## config.mk

```make
export PLATFORM = sky130hd
export DESIGN_NAME = cell_broadcast_septet_unpacker_top_flat
export DESIGN_NICKNAME = d
export VERILOG_FILES = /design/src/rtl/core/cbsu_pkg.sv /design/src/rtl/core/cbsu_if.sv /design/src/rtl/core/cbsu_front.sv /design/src/rtl/core/cbsu_queue.sv /design/src/rtl/core/cbsu_back.sv /design/src/rtl/core/cell_broadcast_septet_unpacker_top.sv /design/src/flat_wrapper.sv
export SDC_FILE = /design/constraint.sdc
export NUM_CORES = 1
export LEC_CHECK = 0
export BUFFER_PORTS_ARGS = -buffer_cell sky130_fd_sc_hd__buf_2
export CAP_MARGIN = 20
export CORE_MARGIN = 2
export CORE_UTILIZATION = 50
export CTS_CLUSTER_DIAMETER = 200
export CTS_CLUSTER_SIZE = 14
export DETAILED_ROUTE_END_ITERATION = 7
export PLACE_DENSITY = 0.74
export SYNTH_ARGS = -nofsm -noshare
export SYNTH_HDL_FRONTEND = slang
export SYNTH_SLANG_ARGS = --single-unit
```

## constraint.sdc

```tcl
create_clock -name clk -period 3.7 [get_ports clk]
set_input_delay 0.185 -clock clk [delete_from_list [all_inputs] [get_ports clk]]
set_output_delay 0.185 -clock clk [all_outputs]
set_load 0.01 [all_outputs]
```

## src/rtl/core/cbsu_pkg.sv

```systemverilog
package cbsu_pkg;

	localparam logic [1:0] STATUS_CHAR = 2'd0;
	localparam logic [1:0] STATUS_OK   = 2'd1;
	localparam logic [1:0] STATUS_ERR  = 2'd2;

	localparam logic REG_ACCEPT_FIRST  = 1'b0;
	localparam logic REG_ACCEPT_SECOND = 1'b1;

	localparam logic [15:0] ACCEPT_FIRST_RESET  = 16'd50;
	localparam logic [15:0] ACCEPT_SECOND_RESET = 16'd221;

	localparam logic [6:0] CR_SEPTET  = 7'h0D;
	localparam logic [7:0] POS_LIMIT  = 8'hFF;
	localparam logic [2:0] LAST_PHASE = 3'd6;
	localparam logic [2:0] SEPTET_BITS = 3'd7;

	localparam int QUEUE_DEPTH = 2;
	localparam int QPTR_W      = $clog2(QUEUE_DEPTH);
	localparam int QCNT_W      = $clog2(QUEUE_DEPTH + 1);

	// Bit 0: first character, bit 1: carried character, bit 2: end result.
	typedef struct packed {
		logic [2:0] valid_mask;
		logic [6:0] char0;
		logic [6:0] char1;
		logic [1:0] end_status;
	} job_t;

endpackage

```

## src/rtl/core/cbsu_if.sv

```systemverilog
interface cbsu_in_if;
	logic       valid;
	logic       ready;
	logic [7:0] data_byte;
	logic       end_of_message;
	modport source (output valid, output data_byte, output end_of_message, input ready);
	modport sink (input valid, input data_byte, input end_of_message, output ready);
endinterface

interface cbsu_out_if;
	logic       valid;
	logic       ready;
	logic [6:0] character;
	logic [1:0] status;
	logic       last;
	modport source (output valid, output character, output status, output last, input ready);
	modport sink (input valid, input character, input status, input last, output ready);
endinterface

interface cbsu_cfg_if;
	logic        valid;
	logic        ready;
	logic        index;
	logic [15:0] data;
	modport source (output valid, output index, output data, input ready);
	modport sink (input valid, input index, input data, output ready);
endinterface

```

## src/rtl/core/cbsu_front.sv

```systemverilog
module cbsu_front #(
	parameter int HEADER_BYTES   = 6,
	parameter int MAX_PAGE_BYTES = 255
) (
	input  logic           clk,
	input  logic           arst_n,
	cbsu_in_if.sink        page,
	cbsu_cfg_if.sink       cfg,
	output logic           push_valid,
	input  logic           push_ready,
	output cbsu_pkg::job_t push_data
);
	import cbsu_pkg::*;

	localparam logic [8:0] HDR_LIMIT  = 9'(HEADER_BYTES);
	localparam logic [8:0] PAGE_LIMIT = 9'(MAX_PAGE_BYTES);

	logic [15:0] accept_first_q, accept_second_q;
	logic [7:0]  pos_q, pos_n;
	logic [2:0]  off_q, off_n;
	logic [6:0]  carry_q, carry_n;
	logic [7:0]  idh_q, idh_n;
	logic        idok_q, idok_n;
	logic        stopped_q, stopped_n;

	logic        xfer;
	logic [2:0]  off;
	logic [14:0] shifted;
	logic [7:0]  carry_raw;
	logic [6:0]  sept;
	logic [8:0]  pos_next_wide;
	job_t        job;

	assign cfg.ready  = 1'b1;
	assign page.ready = push_ready;
	assign xfer       = page.valid && page.ready;

	always_ff @(posedge clk or negedge arst_n) begin
		if (!arst_n) begin
			accept_first_q  <= ACCEPT_FIRST_RESET;
			accept_second_q <= ACCEPT_SECOND_RESET;
		end else if (cfg.valid && cfg.ready) begin
			if (cfg.index == REG_ACCEPT_FIRST) begin
				accept_first_q <= cfg.data;
			end else begin
				accept_second_q <= cfg.data;
			end
		end
	end

	always_comb begin
		pos_n         = pos_q;
		off_n         = off_q;
		carry_n       = carry_q;
		idh_n         = idh_q;
		idok_n        = idok_q;
		stopped_n     = stopped_q;
		job           = '0;
		off           = (off_q > LAST_PHASE) ? 3'd0 : off_q;
		shifted       = 15'(page.data_byte) << off;
		carry_raw     = page.data_byte >> (SEPTET_BITS - off);
		sept          = shifted[6:0] | carry_q;
		pos_next_wide = {1'b0, pos_q} + 9'd1;

		if ({1'b0, pos_q} < PAGE_LIMIT) begin
			if (pos_q == 8'd2) begin
				idh_n = page.data_byte;
			end else if (pos_q == 8'd3) begin
				idok_n = ({idh_q, page.data_byte} == accept_first_q) ||
					({idh_q, page.data_byte} == accept_second_q);
			end
			if ({1'b0, pos_q} >= HDR_LIMIT && idok_q && !stopped_q) begin
				carry_n = carry_raw[6:0];
				if (sept == CR_SEPTET) begin
					stopped_n = 1'b1;
				end else begin
					job.valid_mask[0] = 1'b1;
					job.char0         = sept;
					if (off == LAST_PHASE) begin
						job.valid_mask[1] = 1'b1;
						job.char1         = carry_raw[6:0];
						carry_n           = '0;
						off_n             = '0;
					end else begin
						off_n = off + 3'd1;
					end
				end
			end
		end

		if (pos_q != POS_LIMIT) begin
			pos_n = pos_next_wide[7:0];
		end

		if (page.end_of_message) begin
			job.valid_mask[2] = 1'b1;
			job.end_status    = (idok_n && pos_next_wide >= HDR_LIMIT) ? STATUS_OK : STATUS_ERR;
			pos_n             = '0;
			off_n             = '0;
			carry_n           = '0;
			idh_n             = '0;
			idok_n            = 1'b0;
			stopped_n         = 1'b0;
		end
	end

	always_ff @(posedge clk or negedge arst_n) begin
		if (!arst_n) begin
			pos_q     <= '0;
			off_q     <= '0;
			carry_q   <= '0;
			idh_q     <= '0;
			idok_q    <= 1'b0;
			stopped_q <= 1'b0;
		end else if (xfer) begin
			pos_q     <= pos_n;
			off_q     <= off_n;
			carry_q   <= carry_n;
			idh_q     <= idh_n;
			idok_q    <= idok_n;
			stopped_q <= stopped_n;
		end
	end

	assign push_valid = xfer && (job.valid_mask != 3'b000);
	assign push_data  = job;

	a_offset_range: assert property (@(posedge clk) disable iff (!arst_n)
		off_q != 3'd7)
		else $error("Septet phase left its range.");

	a_id_before_header: assert property (@(posedge clk) disable iff (!arst_n)
		pos_q < 8'd4 |-> !idok_q)
		else $error("Identifier marked as accepted before it was complete.");

endmodule

```

## src/rtl/core/cbsu_queue.sv

```systemverilog
module cbsu_queue (
	input  logic           clk,
	input  logic           arst_n,
	input  logic           push_valid,
	output logic           push_ready,
	input  cbsu_pkg::job_t push_data,
	output logic           pop_valid,
	input  logic           pop_ready,
	output cbsu_pkg::job_t pop_data
);
	import cbsu_pkg::*;

	localparam logic [QCNT_W-1:0] FULL     = QCNT_W'(QUEUE_DEPTH);
	localparam logic [QPTR_W-1:0] LAST_PTR = QPTR_W'(QUEUE_DEPTH - 1);

	job_t              entry_q [QUEUE_DEPTH];
	logic [QPTR_W-1:0] wr_ptr_q, rd_ptr_q;
	logic [QCNT_W-1:0] count_q;
	logic              do_push, do_pop;

	assign push_ready = count_q != FULL;
	assign pop_valid  = count_q != '0;
	assign pop_data   = entry_q[rd_ptr_q];
	assign do_push    = push_valid && push_ready;
	assign do_pop     = pop_valid && pop_ready;

	always_ff @(posedge clk) begin
		if (do_push) begin
			entry_q[wr_ptr_q] <= push_data;
		end
	end

	always_ff @(posedge clk or negedge arst_n) begin
		if (!arst_n) begin
			wr_ptr_q <= '0;
			rd_ptr_q <= '0;
			count_q  <= '0;
		end else begin
			if (do_push) begin
				wr_ptr_q <= (wr_ptr_q == LAST_PTR) ? '0 : wr_ptr_q + 1'b1;
			end
			if (do_pop) begin
				rd_ptr_q <= (rd_ptr_q == LAST_PTR) ? '0 : rd_ptr_q + 1'b1;
			end
			if (do_push && !do_pop) begin
				count_q <= count_q + 1'b1;
			end else if (do_pop && !do_push) begin
				count_q <= count_q - 1'b1;
			end
		end
	end

	a_no_empty_job: assert property (@(posedge clk) disable iff (!arst_n)
		pop_valid |-> pop_data.valid_mask != 3'b000)
		else $error("Queue holds a job with no results.");

endmodule

```

## src/rtl/core/cbsu_back.sv

```systemverilog
module cbsu_back (
	input  logic           clk,
	input  logic           arst_n,
	input  logic           pop_valid,
	output logic           pop_ready,
	input  cbsu_pkg::job_t pop_data,
	cbsu_out_if.source     result
);
	import cbsu_pkg::*;

	job_t       job_q;
	logic [2:0] mask_q;
	logic [2:0] low_bit, rest;
	logic       xfer;

	assign low_bit = mask_q & (~mask_q + 3'd1);
	assign rest    = mask_q & ~low_bit;
	assign xfer    = result.valid && result.ready;

	assign result.valid = mask_q != 3'b000;
	assign result.last  = rest == 3'b000;
	assign pop_ready    = (mask_q == 3'b000) || (xfer && rest == 3'b000);

	always_comb begin
		if (mask_q[0]) begin
			result.character = job_q.char0;
			result.status    = STATUS_CHAR;
		end else if (mask_q[1]) begin
			result.character = job_q.char1;
			result.status    = STATUS_CHAR;
		end else begin
			result.character = '0;
			result.status    = job_q.end_status;
		end
	end

	always_ff @(posedge clk) begin
		if (pop_valid && pop_ready) begin
			job_q <= pop_data;
		end
	end

	always_ff @(posedge clk or negedge arst_n) begin
		if (!arst_n) begin
			mask_q <= '0;
		end else if (pop_valid && pop_ready) begin
			mask_q <= pop_data.valid_mask;
		end else if (xfer) begin
			mask_q <= rest;
		end
	end

	a_status_code: assert property (@(posedge clk) disable iff (!arst_n)
		result.valid |-> result.status != 2'd3)
		else $error("Result carries an undefined status.");

	a_end_is_last: assert property (@(posedge clk) disable iff (!arst_n)
		result.valid && result.status != STATUS_CHAR |-> result.last)
		else $error("End result not marked as the final one of its byte.");

	a_hold_on_stall: assert property (@(posedge clk) disable iff (!arst_n)
		result.valid && !result.ready |=> $stable(mask_q))
		else $error("Pending results changed while the output was stalled.");

endmodule

```

## src/rtl/core/cell_broadcast_septet_unpacker_top.sv

```systemverilog
// Channel  Direction  Payload                          Transfer when
// page     sink       data_byte[7:0], end_of_message   page.valid && page.ready
// result   source     character[6:0], status[1:0], last result.valid && result.ready
// cfg      sink       index, data[15:0]                cfg.valid && cfg.ready
// A byte is classified in the cycle it is taken and its results leave one per cycle from the
// single output port of the back end while it is not stalled, so a byte yields zero to three
// results, one for an ordinary text byte; they pass through the queue and the job register.
// A two-entry job queue lets bytes keep arriving while results wait; the page input stalls
// only while it is full. The asynchronous reset clears the page state, the queue and the
// output; the identifiers return to 50 and 221. The configuration port is always ready.
module cell_broadcast_septet_unpacker_top #(
	parameter int HEADER_BYTES   = 6,
	parameter int MAX_PAGE_BYTES = 255
) (
	input  logic        clk,
	input  logic        arst_n,
	cbsu_in_if.sink     page,
	cbsu_out_if.source  result,
	cbsu_cfg_if.sink    cfg
);
	import cbsu_pkg::*;

	logic push_valid, push_ready, pop_valid, pop_ready;
	job_t push_data, pop_data;

	cbsu_front #(
		.HEADER_BYTES  (HEADER_BYTES),
		.MAX_PAGE_BYTES(MAX_PAGE_BYTES)
	) u_front (
		.clk       (clk),
		.arst_n    (arst_n),
		.page      (page),
		.cfg       (cfg),
		.push_valid(push_valid),
		.push_ready(push_ready),
		.push_data (push_data)
	);

	cbsu_queue u_queue (
		.clk       (clk),
		.arst_n    (arst_n),
		.push_valid(push_valid),
		.push_ready(push_ready),
		.push_data (push_data),
		.pop_valid (pop_valid),
		.pop_ready (pop_ready),
		.pop_data  (pop_data)
	);

	cbsu_back u_back (
		.clk      (clk),
		.arst_n   (arst_n),
		.pop_valid(pop_valid),
		.pop_ready(pop_ready),
		.pop_data (pop_data),
		.result   (result)
	);

endmodule

```

## src/flat_wrapper.sv

```systemverilog
// flat-port wrapper written by rule: the top's interface ports become plain ports
module cell_broadcast_septet_unpacker_top_flat import cbsu_pkg::*;
#(
	parameter int HEADER_BYTES   = 6,
	parameter int MAX_PAGE_BYTES = 255
)
  (clk, arst_n, page_valid, page_data_byte, page_end_of_message, page_ready, result_valid, result_character, result_status, result_last, result_ready, cfg_valid, cfg_index, cfg_data, cfg_ready);
  cbsu_in_if page_i ();
  cbsu_out_if result_i ();
  cbsu_cfg_if cfg_i ();
  input  logic clk;
  input  logic arst_n;
  input wire logic [$bits(page_i.valid)-1:0] page_valid;
  input wire logic [$bits(page_i.data_byte)-1:0] page_data_byte;
  input wire logic [$bits(page_i.end_of_message)-1:0] page_end_of_message;
  output wire logic [$bits(page_i.ready)-1:0] page_ready;
  output wire logic [$bits(result_i.valid)-1:0] result_valid;
  output wire logic [$bits(result_i.character)-1:0] result_character;
  output wire logic [$bits(result_i.status)-1:0] result_status;
  output wire logic [$bits(result_i.last)-1:0] result_last;
  input wire logic [$bits(result_i.ready)-1:0] result_ready;
  input wire logic [$bits(cfg_i.valid)-1:0] cfg_valid;
  input wire logic [$bits(cfg_i.index)-1:0] cfg_index;
  input wire logic [$bits(cfg_i.data)-1:0] cfg_data;
  output wire logic [$bits(cfg_i.ready)-1:0] cfg_ready;
  assign page_i.valid = page_valid;
  assign page_i.data_byte = page_data_byte;
  assign page_i.end_of_message = page_end_of_message;
  assign page_ready = page_i.ready;
  assign result_valid = result_i.valid;
  assign result_character = result_i.character;
  assign result_status = result_i.status;
  assign result_last = result_i.last;
  assign result_i.ready = result_ready;
  assign cfg_i.valid = cfg_valid;
  assign cfg_i.index = cfg_index;
  assign cfg_i.data = cfg_data;
  assign cfg_ready = cfg_i.ready;
  cell_broadcast_septet_unpacker_top #(.HEADER_BYTES(HEADER_BYTES), .MAX_PAGE_BYTES(MAX_PAGE_BYTES)) u_core (.clk(clk), .arst_n(arst_n), .page(page_i), .result(result_i), .cfg(cfg_i));
endmodule
```

# Yosys cells after proc, flatten, opt, wreduce, memory -nomap -nowiden

Memories as Yosys holds them, arrays and structs flattened.
Cells that the tools add are included.
Widths: inputs -> output; s select.

Memories: 1
Bits in writable memories: 38
Register bits after elaboration: 83

Add/sub/neg operators: 8
Shift-type cells: 2
Reduce and logical (&&, ||, !) cells: 35
Equality and inequality tests: 9
Order comparisons: 4
Muxes and demuxes: 44
Bitwise gates (word level): 6

Memories:

| name                   | words | bits a word | read ports | clocked after memory_dff | write ports | line             | source |
|---|---|---|---|---|---|---|---|
| u_core.u_queue.entry_q | 2     | 19          | 1          | 0                        | 1           | cbsu_queue.sv:16 | `job_t entry_q [QUEUE_DEPTH];` |

Operator list:

| kind                | count |
|---|---|
| $mux 7              | 8 |
| $mux 16             | 3 |
| $mux 8              | 5 |
| $eq 16x16->1        | 2 |
| $mux 3              | 8 |
| $eq 8x2->1 const B  | 2 |
| $reduce_bool 2->1   | 8 |
| $mux 1              | 14 |
| $mux 2              | 6 |
| $logic_and 1x1->1   | 11 |
| $add 8x1->9 const B | 1 |
| $ge 9x3->1 const B  | 1 |
| $ge 8x3->1 const B  | 1 |
| $lt 8x8->1 const B  | 1 |
| $ne 8x8->1 const B  | 1 |
| $reduce_and 4->1    | 2 |
| $shl 8x3->7         | 1 |
| $shr 8x3->7         | 1 |
| $eq 7x4->1 const B  | 1 |
| $or 7x7->7          | 1 |
| $add 3x1->3 const B | 2 |
| $and 3x3->3         | 2 |
| $logic_not 3->1     | 2 |
| $not 3->3           | 2 |
| 13 further kinds    | 22 |

# Depth between registers and ports, before layout

Gate-level depths: netlist (run 1).

Depth in word-level cells: 15
Depth in mapped cells: 13

# By module

Synthesis (run 1) repeated with hierarchy kept, for this count alone.

Cells, all modules: 534
Area, all modules: 6,229.7 sq um

Modules (own cells, without submodules):

| module     | instances | seq. area each (sq um) | area each (sq um) | cells each |
|---|---|---|---|---|
| cbsu_front | 1         | 1,512.7                | 3,828.7           | 400 |
| cbsu_queue | 1         | 1,241.2                | 1,589.0           | 77 |
| cbsu_back  | 1         | 555.5                  | 812.0             | 57 |

# Worst setup path before layout (run 1)

Ideal clock, no wire load.

Path type: register to register
Start: register u_core.u_front.pos_q[0]
End: memory u_core.u_queue.entry_q[1][0] in the netlist's numbering (enable)
Required time: 3,303 ps
Setup time: 397 ps
Buffers on the path: 0
Slack: 554 ps
Arrival: 2,750 ps
Stages on the path, launching flop included: 9
Path through: dfrtp_1 -> ha_1 -> nand4_4 -> nor3_2 -> a2111oi_4 -> nand2_2 -> a31oi_2 -> a21oi_4 -> nor2b_1

Cells in the longest elaborated chain, start to end: 10
Elaborated cells on any way between the ends: 11
Those cells by class: order compare: 2; mux: 4; reduce/logical: 5

RTL lines:

| what                             | line              | source |
|---|---|---|
| start: declaration               | cbsu_front.sv:19  | `logic [7:0] pos_q, pos_n;` |
| start signal: assignment         | cbsu_front.sv:116 | `pos_q <= pos_n;` |
| $ge 8x3->1                       | cbsu_front.sv:72  | `if ({1'b0, pos_q} >= HDR_LIMIT && idok_q && !stopped_q) begin` |
| $logic_and 1x1->1 (2 in a row)   | cbsu_front.sv:72  |  |
| $mux 16                          | cbsu_front.sv:72  |  |
| $mux 16 (*)                      | cbsu_front.sv:65  | `if ({1'b0, pos_q} < PAGE_LIMIT) begin` |
| $reduce_bool 3->1 (*)            | cbsu_front.sv:125 | `assign push_valid = xfer && (job.valid_mask != 3'b000);` |
| $logic_and 1x1->1 (*)            | cbsu_front.sv:125 |  |
| $logic_and 1x1->1 (*)            | cbsu_queue.sv:24  | `assign do_push = push_valid && push_ready;` |
| $mux 1 (*)                       | cbsu_queue.sv:28  | `if (do_push) begin` |
| $mux 1 (implied by the code) (*) | cbsu_queue.sv:29  | `entry_q[wr_ptr_q] <= push_data;` |
| end: declaration                 | cbsu_queue.sv:16  |  |

Mark *: on every way between the ends. The rest lies on a longest branch, timed or not.

# Worst setup path after layout (run 1)

Start: register u_core.u_front.off_q[1]
End: register u_core.u_queue.count_q[1]

Cells in the longest elaborated chain, start to end: 14
Elaborated cells on any way between the ends: 18
Those cells by class: order compare: 1; eq/ne: 2; shift: 1; mux: 6; bitwise: 1; reduce/logical: 7

RTL lines:

| what                               | line              | source |
|---|---|---|
| start: declaration                 | cbsu_front.sv:20  | `logic [2:0] off_q, off_n;` |
| start signal: assignment           | cbsu_front.sv:117 | `off_q <= off_n;` |
| $gt 3x3->1                         | cbsu_front.sv:59  | `off = (off_q > LAST_PHASE) ? 3'd0 : off_q;` |
| $mux 3 (*)                         | cbsu_front.sv:59  |  |
| $shl 8x3->7                        | cbsu_front.sv:60  | `shifted = 15'(page.data_byte) << off;` |
| $or 7x7->7                         | cbsu_front.sv:62  | `sept = shifted[6:0] \| carry_q;` |
| $eq 7x4->1                         | cbsu_front.sv:74  | `if (sept == CR_SEPTET) begin` |
| $mux 16 (*)                        | cbsu_front.sv:74  |  |
| $mux 16 (*)                        | cbsu_front.sv:72  |  |
| $mux 16 (*)                        | cbsu_front.sv:65  |  |
| $reduce_bool 3->1 (*)              | cbsu_front.sv:125 |  |
| $logic_and 1x1->1 (*)              | cbsu_front.sv:125 |  |
| $logic_and 1x1->1 (*)              | cbsu_queue.sv:24  |  |
| $logic_not 1->1                    | cbsu_queue.sv:47  | `end else if (do_pop && !do_push) begin` |
| $logic_and 1x1->1                  | cbsu_queue.sv:47  |  |
| $reduce_bool 2->1 (no source line) | -                 |  |
| end signal: assignment             | cbsu_queue.sv:46  | `count_q <= count_q + 1'b1;` |
| end signal: assignment             | cbsu_queue.sv:48  | `count_q <= count_q - 1'b1;` |
| end: declaration                   | cbsu_queue.sv:18  | `logic [QCNT_W-1:0] count_q;` |

Marked as above.
A chain may end at the register's enable or synchronous reset.

==> summary by stage, run 1 <==
Status
The flow ran to the end, and the final reports show no timing, DRC or antenna violations.

Die
The floorplan has 40 rows. For this configuration, the core starts out at a cell density of 0.511. The die covers 13,100 sq um. The die outline width is 115 um. The floorplan step defined a core boundary enclosing 12,000 sq um.

The vertical extent of the die is 115 um. The I/O pin count is 44.

Drt
The remaining antenna violation count after routing is 0. The number of remaining DRC errors is 0. The routed length per placed instance is 17.5 um.

The first TritonRoute pass finished after 5 iterations. Wires add up to 12.5 mm. The first routing iteration left 407 violations.

Detailed routing inserted a total of 4,140 vias. The average via count per standard cell is 5.80.

Finish
The library cells used most frequently in the layout, excluding fill and tap cells, are sky130_fd_sc_hd__dfrtp_1, sky130_fd_sc_hd__edfxtp_1, sky130_fd_sc_hd__mux2_2. The multi-input logic area is 2590 sq um. The area growth from synthesis to layout is 15.4%. The register area is 3310 sq um. For this run, the post-layout net count is 589. Of the cells placed in the final design, the portion with a size suffix greater than 1 is 0.287. The leading cell type in the layout, fill and taps excluded is sky130_fd_sc_hd__dfrtp_1. The antenna diode instance count is 0. The final cell utilization of the core is 0.589. The fill cell instance count of the final layout is 957.

Logic synthesis
The number of register bits inferred by synthesis is 121. In this run, distinct cell masters in the synthesized netlist total 77. The mean post-synth cell area is 12.0 sq um. The synthesized instance count is 510. The cell area after synthesis is 6110 sq um. For this run, asynchronously set or reset flops after synthesis account for 0.554. For this run, the register share of the synthesized area comes to 0.542. Counting flops with a built-in enable in the synthesized netlist gives 54. For this run, the number of Yosys warnings is 0. The most frequently used flop master after synthesis is sky130_fd_sc_hd__dfrtp_1. The net count after synthesis is 545.

Global routing
The pin count of the biggest net entering global routing is 37. The total overflow left after global routing is 0. The number of antenna violations at the first check in global routing is 0. The first-pass GRT wire length is 20.7 mm. For this run, the total global-route usage over all layers was measured as 0.207. The number of global-route vias before repair is 4,266.

Place
Routability-driven placement finished with a final weighted congestion of 0.948. Detailed placement ended at an HPWL of 8.63 mm. The count of buffers inserted at the top-level ports is 42.

Worst setup path
In this run the worst path has a maximum fanout of 20. The data required time of the critical path is 4.03 ns. The critical setup path kind is reg -> reg. For flop-to-flop paths, the worst setup slack is 0.61 ns. At the worst endpoint, the arrival time is 3.42 ns. The type of element launching the critical path is a flip-flop.

STA classifies the critical path endpoint as a flip-flop.

Clock network
The buffers inserted during post-CTS setup optimization is 0. In this run, CTS created clock tree buffers numbering 17. The clock-pin slew on the worst setup and hold paths is 0.05 ns. The number of clock sinks is 121.

The later pin in the worst-skew pair is clocked with a latency of 0.42 ns. The number of buffers on the longest clock path is 2. The tree is rooted in a sky130_fd_sc_hd__clkbuf_16. The number of H-tree levels is 4. The clock tree from TritonCTS is built.

STA
The timing-limited maximum frequency is 0.323 GHz. The tightest hold margin is 0.0177 ns. The worst relative slew slack is 0.416.

Setup violations remaining at the end of the flow were counted as 0. For the pin with the worst max-slew slack, the measured transition is 0.876 ns. The max-slew violation count is 0.

The number of endpoints with negative hold slack in the final report is 0. The final setup skew is 0.00616 ns. Dividing the final minimum period by the clock period gives 0.836. The final critical-path required period is 3.09 ns. Setup repair after global routing left no endpoint under its margin. The setup TNS is 0 ns.

Pwr
The internal portion of the total power is 3.42 mW. For this design the total switching power over the nets is 1.58 mW. The sequential fraction of design power is 0.407. Of the total power, the clock network draws 0.326. The share of total power dissipated in combinational logic is 0.267.

The worst-case IR drop observed on VDD is 375 uV. Of the total power, the share spent switching nets is 0.316. The leakage component of the power is 2.74 nW.

The power per standard cell area is 709 nW/um^2.

Flow run
The number of max-cap violations is 0.

Hold path
The worst hold path class is in -> reg.
registers in the layout (all words and copies together) (netlist names), 2 cells and up:
name / cells
u_core.u_front.idh_q: 8
u_core.u_front.carry_q: 7
u_core.u_front.accept_first_q: 16
u_core.u_back.mask_q: 3
u_core.u_back.job_q: 16
u_core.u_front.off_q: 3
u_core.u_queue.count_q: 2
u_core.u_queue.entry_q: 38
u_core.u_front.accept_second_q: 16
u_core.u_front.pos_q: 8
power by group through the flow:
stage / sequential (mW) / combinational (mW) / clock [mW]
finish: 2.03 / 1.33 / 1.63
global route: 2.08 / 1.47 / 1.71
CTS: 2.03 / 1.33 / 1.65
detailed placement: 2.06 / 1.32 / 0
global placement: 2.03 / 1.29 / 0
floorplan: 1.90 / 1.11 / 0
routing by layer:
layer / global-route usage / share of wire / vias up / wire (um)
li1: - / - / 1952 / -
met5: 0 / 0 / - / 0
met3: 0.0598 / 0.044 / 28 / 553
met1: 0.247 / 0.44 / 2030 / 5450
met2: 0.347 / 0.50 / 130 / 6230
met4: 0.0919 / 0.021 / 0 / 266
cells in the mapped netlist, types with 3 or more instances:
cell type / number / area share
sky130_fd_sc_hd__dfrtp_1: 58 / 0.24
sky130_fd_sc_hd__edfxtp_1: 54 / 0.27
sky130_fd_sc_hd__mux2_2: 49 / 0.090
sky130_fd_sc_hd__xnor2_1: 37 / 0.053
sky130_fd_sc_hd__nor2_1: 36 / 0.022
sky130_fd_sc_hd__nand2_1: 34 / 0.021
sky130_fd_sc_hd__o21ai_0: 27 / 0.022
sky130_fd_sc_hd__clkbuf_1: 18 / 0.011
sky130_fd_sc_hd__a21oi_1: 15 / 0.012
sky130_fd_sc_hd__a22o_1: 15 / 0.022
sky130_fd_sc_hd__inv_1: 12 / 0.0074
sky130_fd_sc_hd__mux2i_1: 11 / 0.018
sky130_fd_sc_hd__nand3_1: 10 / 0.0082
sky130_fd_sc_hd__dfstp_2: 9 / 0.039
sky130_fd_sc_hd__nand4_1: 8 / 0.0082
sky130_fd_sc_hd__and2_1: 6 / 0.0061
sky130_fd_sc_hd__buf_2: 6 / 0.0049
sky130_fd_sc_hd__nor3_1: 6 / 0.0049
sky130_fd_sc_hd__o21ai_2: 6 / 0.0086
sky130_fd_sc_hd__o31ai_1: 5 / 0.0061
sky130_fd_sc_hd__ha_1: 4 / 0.0082
sky130_fd_sc_hd__nand2b_1: 4 / 0.0041
sky130_fd_sc_hd__nor2b_1: 4 / 0.0041
sky130_fd_sc_hd__a221oi_2: 3 / 0.0074
sky130_fd_sc_hd__buf_4: 3 / 0.0037
sky130_fd_sc_hd__buf_6: 3 / 0.0055
sky130_fd_sc_hd__nor4_1: 3 / 0.0031
sky130_fd_sc_hd__o21ai_1: 3 / 0.0025
sky130_fd_sc_hd__o22ai_1: 3 / 0.0031
sky130_fd_sc_hd__or3_1: 3 / 0.0031
worst max-delay path, stage by stage, from the launching register on:
cell and delay (ns):
sky130_fd_sc_hd__dfrtp_1 0.69, sky130_fd_sc_hd__clkinv_1 0.43, sky130_fd_sc_hd__o22ai_1 0.26, sky130_fd_sc_hd__a21oi_1 0.15, sky130_fd_sc_hd__nor4_4 0.36, sky130_fd_sc_hd__a31oi_2 0.22, sky130_fd_sc_hd__a21oi_4 0.21, sky130_fd_sc_hd__inv_1 0.07
sky130_fd_sc_hd__ha_1 0.19, sky130_fd_sc_hd__xor2_1 0.14, sky130_fd_sc_hd__nor2_1 0.11, sky130_fd_sc_hd__xor2_1 0.17
metrics by stage:
stage / total power, mW / instance area [sq um] / worst slack [ns] / cells
2_1_floorplan: 3.01 / 6110 / 0.554 / 510
6_report: 5.00 / 7050 / 0.609 / 714
3_3_place_gp: 3.32 / 6400 / 0.782 / 676
4_1_cts: 5.02 / 7050 / 0.647 / 714
3_5_place_dp: 3.37 / 6400 / 0.673 / 676
5_1_grt: 5.26 / 7050 / 0.352 / 714
final cells by class:
class                           instances  share of cell area
Clock inverter                         13              0.0218
Clock buffer                           19              0.0614
Inverter                               14             0.00745
Timing Repair Buffer                   56              0.0469
Tap cell                              147              0.0261
Multi-Input combinational cell        344               0.367
Sequential cell                       121               0.469
repair_timing:
| item | 4_1_cts | 5_1_grt |
|---|---|---|
| setup endpoints to repair | 0 | 0 |
| gates resized for setup | 0 | 0 |
| hold buffers | 6 | 0 |
| endpoints found under the hold margin | 40 | 0 |
cells by family after synthesis:
kind of cell / Yosys count / share of synthesized area
adder cells (fa/ha/maj): 5 / 0.00983
multiplexers: 62 / 0.115
AO/OA/AOI/OAI: 108 / 0.132
other: 1 / 0.000614
XOR/XNOR: 39 / 0.0559
flip-flops: 121 / 0.542
AND/OR/NAND/NOR: 129 / 0.111
buffers and inverters: 45 / 0.0344
worst paths after layout:
path / from / end / cells after the start
setup / recovery: u_core.u_front.off_q[1] / u_core.u_queue.count_q[1] / 11
hold / removal: cfg_data[1] / u_core.u_front.accept_first_q[1] / 2
max in group asynchronous: arst_n / u_core.u_front.accept_second_q[2] / 3
min in group asynchronous: arst_n / u_core.u_front.pos_q[7] / 2
hold reg to reg: u_core.u_queue.wr_ptr_q / u_core.u_queue.wr_ptr_q / 1
setup reg to reg: u_core.u_front.off_q[1] / u_core.u_queue.count_q[1] / 11
Note: power is estimated with default switching activity, not from simulation.
==> run 2: changes to the inputs <==
==> constraint.sdc (replaced) <==
create_clock -name clk -period 2.9 [get_ports clk]
set_input_delay 0.145 -clock clk [delete_from_list [all_inputs] [get_ports clk]]
set_output_delay 0.145 -clock clk [all_outputs]
set_load 0.01 [all_outputs]
==> summary by stage, run 2 (synthesis results as in run 1) <==
Status
The flow ran to the end, and the final reports show no timing, DRC or antenna violations.

Pwr
The power per standard cell area came to 863 nW/um^2 (+22%). The leakage component of the power is 2.84 nW (+4.0%). The switching share of total power is 0.320 (+0.00413).

The net switching power was 2.00 mW (+27%). The internal power consumption came to 4.25 mW (+24%). The power share of the combinational group was 0.291 (+0.024).

The sequential fraction of design power was 0.413 (+0.006). The maximum vdd drop is 656 uV (+75%). The clock group share of total power is 0.296 (-0.030).

Global routing
The number of global-route vias before repair is 4,378 (+2.6%). The first-pass GRT wire length is 21.9 mm (+5.9%). The pin count of the biggest net entering global routing is 62 (+68%). The overall fraction of global-route tracks in use was 0.219 (+0.0127). The sum of overflow across all layers after global routing is 0 (unchanged). The number of antenna violations at the first check in global routing was 0 (unchanged).

Drt
The average via count per standard cell came to 5.77 (-0.46%). The remaining antenna violation count after routing was 0 (unchanged). The routed length per placed instance is 17.7 um (+1.2%). The DRC violation total after the first TritonRoute iteration was 435 (+6.9%). The number of remaining DRC errors is 0 (unchanged).

The count of TritonRoute iterations in the first routing pass is 5 (unchanged). The aggregate routed wire length is 13.1 mm (+4.9%). The via total after detailed routing is 4,271 (+3.2%).

Worst setup path
The maximum single-stage delay on the critical path is 0.56 ns (-0.13 ns). The data arrival time of the critical path came to 3.03 ns (-0.39 ns). The cell at the slowest stage of the critical path is sky130_fd_sc_hd__dfrtp_1. The worst setup path is captured at a flip-flop.

The slack of the worst reg-to-reg path is 0.20 ns (-0.41 ns). By startpoint and endpoint, the worst setup path is classified as reg -> reg. The cell depth of the worst flop-to-flop path is 11 (unchanged). Walking the worst path, the cells encountered are and3_4 -> a221oi_2 -> o21ai_2 -> nor4_4 -> a31oi_2 -> a21oi_4 -> inv_1 -> ha_1 -> xor2_1 -> nor2_1 -> xor2_1.

The data required time of the critical path is 3.23 ns (-0.80 ns). STA classifies the critical path startpoint as a flip-flop. The maximum fanout along the worst path is 14 (-30%). The dominant cell type by count on the critical path is sky130_fd_sc_hd__xor2_1.

Clock network
The library cell used as clock root buffer is sky130_fd_sc_hd__clkbuf_16. The number of buffers on the longest clock path is 2 (unchanged). The number of buffers added by the clock tree synthesis step is 17 (unchanged). The number of H-tree levels is 4 (unchanged). The clock-pin slew on the worst setup and hold paths is 0.05 ns (about the same). The number of clock sinks is 121 (unchanged). The clock network latency to the later pin of the worst-skew pair is 0.42 ns (about the same). The clock tree from TritonCTS is built.

STA
The max-slew violation count is 0 (unchanged). The setup TNS is 0 ns (unchanged). The post-route worst setup slack is 0.203 ns (-0.405 ns).

Setup repair after global routing left no endpoint under its margin. The fraction of the cycle the final worst path needs was 0.930 (+0.0944). The final critical-path required period is 2.70 ns (-0.395 ns). The worst relative slew slack is 0.395 (-0.0214). The worst-margin pin slew was 0.908 ns (+0.0321 ns). The final-report setup violation count is 0 (unchanged). The final setup skew is 0.00390 ns (-0.00226 ns). The number of endpoints with negative hold slack in the final report is 0 (unchanged).

The timing-limited maximum frequency was 0.371 GHz (+15%).

Hold path
The worst hold path class is in -> reg. The depth of the worst hold-timing path came to 3 (+1).

Finish
The register bank with the most flops is u_core.u_queue.entry_q. The number of flip-flops under the largest register name is 38 (unchanged). The area growth from synthesis to layout is 18.5%. The final-stage net count was 615 (+4.4%). The ratio of cells with drive above 1 in the final layout is 0.298 (+0.0110). The antenna diode instance count is 0 (unchanged). In the layout the commonest cells are sky130_fd_sc_hd__dfrtp_1, sky130_fd_sc_hd__edfxtp_1, sky130_fd_sc_hd__mux2_2. Leaving out fill and tap cells, the most frequent cell in the layout is sky130_fd_sc_hd__dfrtp_1.

Die
The die outline width is 115 um (unchanged). The I/O pin count is 44 (unchanged). The vertical extent of the die was 115 um (unchanged). The area enclosed by the die boundary came to 13,100 sq um (unchanged). The area of the core region came to 12,000 sq um (unchanged). The count of standard-cell rows came to 40 (unchanged). The starting density of the core was 0.511 (unchanged).

Place
The count of buffers inserted at the top-level ports is 42 (unchanged). The estimated wirelength of the detail-placed design is 9.00 mm (+4.3%). The placer congestion estimate was 0.889 (-6.2%). The worst slack at placement is 0.161 ns (-0.512 ns).

Flow run
The number of max-cap violations is 0 (unchanged).
## run 2: layout make-up
type,count,area (sq um)
clock inverter,12,83.8
fill,943,4720
inverter,14,52.6
clock buffer,20,437
multi-input combinational,344,2590
sequential,121,3310
tap,147,184
timing repair buffer,82,578
## run 2: stage by stage
stage / total power [mW] / std cells / hold WS (ns) / instance area, sq um / utilization
2_1_floorplan: 3.84 / 510 / -0.151 / 6110 / -
3_3_place_gp: 4.31 / 689 / -0.00844 / 6530 / 0.546
3_5_place_dp: 4.39 / 689 / -0.0111 / 6530 / 0.546
4_1_cts: 6.29 / 738 / 0.00866 / 7220 / 0.604
5_1_grt: 6.60 / 740 / 0.0532 / 7240 / 0.605
6_report: 6.25 / 740 / 0.0245 / 7240 / 0.605
## run 2: worst max-delay path, delay by kind of cell (launching register included)
family / cells / cell delay (ns)
compound gates: 4 / 0.80
simple gates: 3 / 0.63
flops: 1 / 0.56
xor+xnor: 2 / 0.32
fa+ha+maj: 1 / 0.20
buf+inv: 1 / 0.08
## run 2: final timing paths
check	endpoint	startpoint
worst max-delay path	u_core.u_queue.count_q[1]	u_core.u_front.off_q[1]
worst min-delay path	u_core.u_back.mask_q[0]	result_ready
max in group asynchronous	u_core.u_front.off_q[0]	arst_n
min in group asynchronous	u_core.u_queue.count_q[1]	arst_n
worst min register to register	u_core.u_front.carry_q[4]	u_core.u_front.carry_q[4]
worst max register to register	u_core.u_queue.count_q[1]	u_core.u_front.off_q[1]
## run 2: power groups by stage
stage / sequential (mW) / combinational [mW] / clock, mW
final: 2.58 / 1.82 / 1.85
after floorplan: 2.43 / 1.42 / 0
after global placement: 2.57 / 1.74 / 0
after detailed placement: 2.60 / 1.79 / 0
after CTS: 2.58 / 1.83 / 1.89
after global routing: 2.63 / 2.01 / 1.97
## run 2: timing repair
item,4_1_cts,5_1_grt
resized for setup,0,2
hold endpoints to repair,38,0
hold buffers,17,0
setup endpoints to repair,0,1
setup buffers,0,2
## run 2: metal layers
layer	up-vias	track usage	wire length (um)
met4	0	0.103	283
met5	-	0	0
met2	122	0.372	6650
met3	21	0.0492	601
met1	2123	0.265	5580
li1	2005	-	-
